### config.mk
export PLATFORM = sky130hd
export DESIGN_NAME = crf_raster
export DESIGN_NICKNAME = d
export VERILOG_FILES = /design/src/rtl/crf_pkg.sv /design/src/rtl/crf_raster.sv
export VERILOG_INCLUDE_DIRS = /design/src /design/src/rtl
export SDC_FILE = /design/constraint.sdc
export NUM_CORES = 1
export LEC_CHECK = 0
export BUFFER_PORTS_ARGS = -buffer_cell sky130_fd_sc_hd__buf_4
export CELL_PAD_IN_SITES_DETAIL_PLACEMENT = 1
export CELL_PAD_IN_SITES_GLOBAL_PLACEMENT = 2
export CORE_UTILIZATION = 35
export CTS_CLUSTER_DIAMETER = 200
export CTS_CLUSTER_SIZE = 8
export DETAILED_ROUTE_END_ITERATION = 8
export GPL_TIMING_DRIVEN = 0
export PLACE_DENSITY = 0.81
export SYNTH_ARGS = -nofsm -noshare
export SYNTH_HDL_FRONTEND = slang
export SYNTH_SLANG_ARGS = --single-unit
### constraint.sdc
create_clock -name aclk -period 3.4 [get_ports aclk]
set_input_delay 0.34 -clock aclk [delete_from_list [all_inputs] [get_ports aclk]]
set_output_delay 0.34 -clock aclk [all_outputs]
set_load 0.01 [all_outputs]
### src/rtl/assert_macros.svh
// assertion helpers shared by crf_raster and the top level
`ifndef ASSERT_MACROS_SVH
`define ASSERT_MACROS_SVH

// same-cycle implication, checked outside reset
`define ASSERT_IMPLIES(label, clk, rstn, ante, cons) \
    label: assert property (@(posedge clk) disable iff (!(rstn)) (ante) |-> (cons)) \
        else $error("implication check failed");

// next-cycle implication, checked outside reset
`define ASSERT_NEXT(label, clk, rstn, ante, cons) \
    label: assert property (@(posedge clk) disable iff (!(rstn)) (ante) |=> (cons)) \
        else $error("next-cycle check failed");

`endif

### src/rtl/crf_pkg.sv
package crf_pkg;

    // item kind carried on s_tuser
    typedef enum logic {
        KIND_DRAW = 1'b0,
        KIND_READ = 1'b1
    } kind_t;

    // operation held in the write-back stage
    typedef enum logic {
        OP_SET  = 1'b0,
        OP_READ = 1'b1
    } op_t;

    // top level control states
    typedef enum logic [1:0] {
        ST_CLEAR,
        ST_IDLE,
        ST_DRAW,
        ST_READ
    } ctrl_state_t;

    // decision variable constants of the Bresenham circle rule
    localparam int D_INIT      = 3;
    localparam int D_STEP_LOW  = 6;
    localparam int D_STEP_HIGH = 10;

    // single pixel bit within a page byte
    localparam logic [7:0] PIXEL_ONE = 8'h01;

    // draw command handed to the rasterizer
    typedef struct packed {
        logic [6:0] cx;
        logic [5:0] cy;
        logic [6:0] radius;
        logic       solid;
    } draw_cmd_t;

    // one candidate point, signed so off-panel points are visible
    typedef struct packed {
        logic              valid;
        logic signed [9:0] px;
        logic signed [9:0] py;
    } point_t;

endpackage

### src/rtl/crf_raster.sv
`include "assert_macros.svh"

module crf_raster (
    input  logic               aclk,
    input  logic               aresetn,
    input  logic               start,
    input  crf_pkg::draw_cmd_t cmd,
    output crf_pkg::point_t    point,
    output logic               busy
);

    import crf_pkg::*;

    logic              busy_reg;
    logic              busy_next;
    logic [6:0]        cx_reg;
    logic [5:0]        cy_reg;
    logic              solid_reg;
    logic signed [8:0] x_reg;
    logic signed [8:0] x_next;
    logic signed [8:0] y_reg;
    logic signed [8:0] y_next;
    logic signed [8:0] span_reg;
    logic signed [11:0] d_reg;
    logic signed [11:0] d_next;
    logic signed [11:0] x_wide;
    logic signed [11:0] y_wide;
    logic [2:0]        oct_reg;
    logic signed [8:0] b_sel;
    logic signed [8:0] u_off;
    logic signed [8:0] v_off;
    logic signed [9:0] cx_s;
    logic signed [9:0] cy_s;
    logic              step_span;

    // octant offsets: first four use (x, b), last four swap them
    assign b_sel = solid_reg ? span_reg : y_reg;
    assign u_off = oct_reg[2] ? b_sel : x_reg;
    assign v_off = oct_reg[2] ? x_reg : b_sel;
    assign cx_s  = $signed({3'b000, cx_reg});
    assign cy_s  = $signed({4'b0000, cy_reg});

    // point for the current octant
    always_comb begin
        point.valid = busy_reg;
        point.px    = oct_reg[0] ? (cx_s - {u_off[8], u_off}) : (cx_s + {u_off[8], u_off});
        point.py    = oct_reg[1] ? (cy_s - {v_off[8], v_off}) : (cy_s + {v_off[8], v_off});
    end

    // Bresenham circle decision step
    assign x_wide    = {{3{x_reg[8]}}, x_reg};
    assign y_wide    = {{3{y_reg[8]}}, y_reg};
    assign step_span = solid_reg && (span_reg < y_reg);
    assign x_next    = x_reg + 9'sd1;

    always_comb begin
        if (d_reg < 12'sd0) begin
            d_next = d_reg + (x_wide <<< 2) + 12'(D_STEP_LOW);
            y_next = y_reg;
        end else begin
            d_next = d_reg + ((x_wide - y_wide) <<< 2) + 12'(D_STEP_HIGH);
            y_next = y_reg - 9'sd1;
        end
        busy_next = (x_next <= y_next);
    end

    // control
    always_ff @(posedge aclk) begin
        if (!aresetn) begin
            busy_reg <= 1'b0;
            oct_reg  <= '0;
        end else if (start) begin
            busy_reg <= 1'b1;
            oct_reg  <= '0;
        end else if (busy_reg) begin
            oct_reg <= oct_reg + 3'd1;
            if ((oct_reg == 3'd7) && !step_span) begin
                busy_reg <= busy_next;
            end
        end
    end

    // walk state
    always_ff @(posedge aclk) begin
        if (start) begin
            cx_reg    <= cmd.cx;
            cy_reg    <= cmd.cy;
            solid_reg <= cmd.solid;
            x_reg     <= '0;
            y_reg     <= $signed({2'b00, cmd.radius});
            span_reg  <= '0;
            d_reg     <= 12'(D_INIT) - $signed({4'b0000, cmd.radius, 1'b0});
        end else if (busy_reg && (oct_reg == 3'd7)) begin
            if (step_span) begin
                span_reg <= span_reg + 9'sd1;
            end else begin
                x_reg    <= x_next;
                y_reg    <= y_next;
                d_reg    <= d_next;
                span_reg <= x_next;
            end
        end
    end

    assign busy = busy_reg;

    `ASSERT_NEXT(a_start_busy, aclk, aresetn, start, busy_reg)
    `ASSERT_IMPLIES(a_walk_bounds, aclk, aresetn, busy_reg, (x_reg <= y_reg) && (!solid_reg || (span_reg >= x_reg && span_reg <= y_reg)))

endmodule

==> Flow_metrics.wiki <==
{| class="wikitable"
! Metric !! Value
|-
| Most common flop cell mapped by yosys || sky130_fd_sc_hd__edfxtp_1
|-
| Combinational group share of total power || 0.460
|-
| Number of buffers inserted for hold repair after clock tree synthesis || 0
|-
| Proportion of register bits with asynchronous set or reset after synthesis || 0
|-
| Buffers added on ports || 45
|-
| Detailed Route Iter0 Violations || approximately 170
|-
| Delay contributed by the slowest stage of the critical path || 0.42 ns
|-
| Max FFs per register || 11
|-
| Worst Clk Skew || ~0.0074 ns
|-
| Final max-slew violation count || 0
|-
| Power density over the cells || around 360 mW/mm^2
|-
| Summed instance area of the synthesized netlist || ~0.0058 sq mm
|-
| Total routing usage reported by global routing || 0.214
|-
| Die extent in y || 130 um
|-
| Number of standard-cell rows in the floorplan || 46
|-
| RSZ-0062 raised after global routing || true
|-
| Number of flip-flops and latches in the synthesized netlist || 56
|-
| MaxCap Viol Count || 0
|-
| Multi-input logic area || 0.00452 sq mm
|-
| Leading cell types by total area after synthesis || sky130_fd_sc_hd__ha_1 18%, sky130_fd_sc_hd__edfxtp_1 17%, sky130_fd_sc_hd__dfxtp_1 8.3%
|-
| Via total after detailed routing || ~5.1k
|-
| Layout cell share with drive strength beyond 1 || 0.282
|-
| Startpoint of the worst-slack reg-to-reg timing path || y_reg[0]
|-
| Final instance area || 0.00744 sq mm
|-
| Net Sw Power || just over 0.0009 W
|-
| Starting density of the core || 0.361
|-
| Startpoint type of the worst setup path || register
|-
| Path class of the lowest-slack min-delay path || primary input to register
|-
| Clock slew seen by the registers of the worst setup and hold paths || around 0.080 ns
|-
| Antenna diode instance count || 0
|-
| Unique masters post-synth || 66
|-
| Slowest-stage cell, CP || sky130_fd_sc_hd__edfxtp_1
|-
| Count of endpoints failing hold in the final timing report || 0
|-
| Tightest slew margin relative to the limit || 0.339
|-
| Synthesized net count || 749
|-
| Sequential power share || 0.297
|-
| Tmin final || between 3 and 4 ns
|-
| Wire length of the first global-routing pass || 27700 um
|-
| Dominant cell by count in the synthesized netlist || sky130_fd_sc_hd__ha_1
|-
| Post-synth top area share || 0.180
|-
| Ratio of routed vias to standard cells || 5.37
|-
| Post-placement cell area || 0.00641 sq mm
|-
| Number of antenna violations at the first check in global routing || 0
|-
| Critical R2R Capture || d_reg[11]
|-
| Category of the worst setup path capture point || output port
|-
| # clock sinks || 56
|-
| # nets final || between 800 and 900
|-
| TritonCTS clock tree || built
|-
| Proportion of power drawn by the clock network || 0.242
|-
| Largest vdd supply drop || roughly 260 uV
|-
| Worst-path maximum fanout || 5
|-
| Highest clock rate || approximately 0.26 GHz
|-
| Startpoint of the most critical setup path || solid_reg
|-
| Cell breakdown of the critical path || buf_6 > mux2_4 > mux2_4 > inv_4 > ha_4 > mux2i_4 > ha_4 > nor2b_4 > o211ai_1 > a31oi_1 > nor2_1 > buf_4 > a2111oi_4 > nor3b_2 > buf_4
|-
| DP HPWL || ~14000 um
|-
| Synthesized instance count || between 600 and 700
|-
| Global placer's final weighted congestion || 0.877
|-
| Total power draw || 0.00266 W
|-
| Switching share of total power || 0.351
|-
| Outcome || complete, but fails checks
|-
| Maximum clock insertion buffer count || 2
|-
| Later-pin clock latency in the skew report || 0.31 ns
|-
| Maximum number of pins on one net before global-route repair || 19
|-
| Total of fill cells in the finished design || about 1.9k
|-
| Internal reg-to-reg setup slack || -0.38 ns
|-
| Proportion of synthesized chip area in sequential cells || 0.249
|-
| TritonCTS buffer count || 5
|-
| Area of the placeable core || between 0.015 and 0.02 sq mm
|-
| Library cell used as clock root buffer || sky130_fd_sc_hd__clkbuf_16
|-
| Worst Reg2Reg Path Length in Cells || 18
|-
| Vias in the first global route || 5268
|-
| Number of flops mapped to enable cells by yosys || 32
|-
| Internal || about 0.0017 W
|-
| Number of iterations in the first detailed-routing pass || 4
|-
| Count of antenna-violating nets left after detailed routing || 0
|-
| Die Footprint || approximately 0.017 sq mm
|-
| Remaining design rule violation count || 0
|-
| Sequential cell area || about 0.0014 sq mm
|-
| Slew at the pin closest to its max-slew limit || slightly below 1 ns
|-
| Count of warnings emitted by yosys || 0
|-
| Post-DR wirelength/cell || 19.0 um
|-
| Critical path data arrival time || ~3.5 ns
|-
| LEAKAGE || between 3 and 4 nW
|-
| Share of the clock period used by the worst path after layout || 1.11
|-
| Signed area change from the synthesized netlist to the final layout || 28.7%
|-
| Most common library cells after synthesis || 83 x sky130_fd_sc_hd__ha_1, 50 x sky130_fd_sc_hd__inv_1, 43 x sky130_fd_sc_hd__xnor2_1, 38 x sky130_fd_sc_hd__nor2_1, 37 x sky130_fd_sc_hd__a21oi_1
|-
| Die W || between 100 and 150 um
|-
| Classification of the worst setup path || register to output port
|-
| Mean instance size in the synthesized netlist || between 9 and 10 sq um
|-
| Final number of setup-violating endpoints || 13
|-
| Failing checks || setup timing
|-
| Setup slack of the critical path after layout || -0.386 ns
|-
| Library cell occupying the most area in the post-synthesis netlist || sky130_fd_sc_hd__ha_1
|-
| Final wirelength || 18100 um
|-
| Count of boundary I/O pins || 46
|-
| Total number of H-tree levels || 2
|-
| Aggregate global routing overflow || 0
|-
| Required time at the worst-slack endpoint || between 3 and 4 ns
|-
| Critical path endpoint || point[9]
|}
-- cell usage in the layout, fill, tap and decap left out, drive strengths merged, types with 19 or more instances in the layout --
cell and instances:
a21oi 37, buf 100, clkbuf 19, dfxtp 24
edfxtp 32, ha 83, inv 52, mux2i 28
nand2 27, nor2 38, o21ai 36, xnor2 44
xor2 29
-- logic make-up (layout without fill, tap and decap cells) --
family / after synthesis / in the layout / share of synthesized area
AO/OA/AOI/OAI: 144 / 144 / 0.161
multiplexers: 42 / 42 / 0.0803
AND/OR/NAND/NOR: 161 / 161 / 0.149
buffers and inverters: 73 / 174 / 0.0513
flip-flops: 56 / 56 / 0.249
adder cells (fa/ha/maj): 88 / 88 / 0.197
XOR/XNOR: 73 / 73 / 0.112
-- power groups by stage --
stage	clock [W]	combinational (W)	sequential [W]
after floorplan	0	0.000629	0.000797
after detailed placement	0	0.000912	0.000809
after CTS	0.000653	0.00106	0.000790
after global placement	0	0.000875	0.000807
after global routing	0.000677	0.00135	0.000796
final	0.000645	0.00123	0.000792
-- per-stage QoR --
step	cells	TNS, ns	util	hold WS (ns)	setup slack [ns]
finish	954	-2.87	0.465	0.196	-0.386
global route	954	-4.92	0.465	0.182	-0.590
CTS	933	-2.92	0.437	0.188	-0.417
detailed placement	898	-3.20	0.401	0.519	-0.508
global placement	898	-2.17	0.401	0.518	-0.463
floorplan	637	-0.0280	-	0.439	-0.0280
-- timing repair --
action                     in CTS  in global routing
setup endpoints to repair      17                 18
hold endpoints to repair        0                  0
pin swaps                      34                 46
gates cloned                    0                  0
resized for setup              53                 60
buffers inserted               27                 25
-- worst min path at each step --
stage | startpoint | end | cells past startpoint
after global placement | cmd[18] | cx_reg[4] | 1
final | cmd[16] | cx_reg[2] | 1
after CTS | cmd[16] | cx_reg[2] | 1
after floorplan | cmd[14] | cx_reg[0] | 0
after detailed placement | cmd[16] | cx_reg[2] | 1
after global routing | cmd[16] | cx_reg[2] | 1
-- final cells by class --
class | count | share of cell area
multi-input cells | 508 | 0.608
repair buffers | 93 | 0.0974
inverters | 52 | 0.0269
clock buffers | 5 | 0.0168
clock inverters | 3 | 0.00555
plain buffers | 21 | 0.0148
flip-flops and latches | 56 | 0.194
well taps | 216 | 0.0363
-- metal layers --
metal  routed length (um)  track usage  vias up
met5                    0            0        -
met4                  224       0.0527        0
met3                  420       0.0224       17
met2                 9340        0.393       67
met1                 8120        0.265     2519
li1                     -            -     2517
-- worst max-delay path: cells and delay by family, from the launching register on --
family                     cells  cell delay (ns)
AOI/OAI and AO/OA              3             0.45
adders and majority gates      2             0.43
muxes                          3             0.84
DFF                            1             0.42
and+or+nand+nor                3             0.46
buffers and inverters          4             0.53
(Power assumes the default switching activity.)
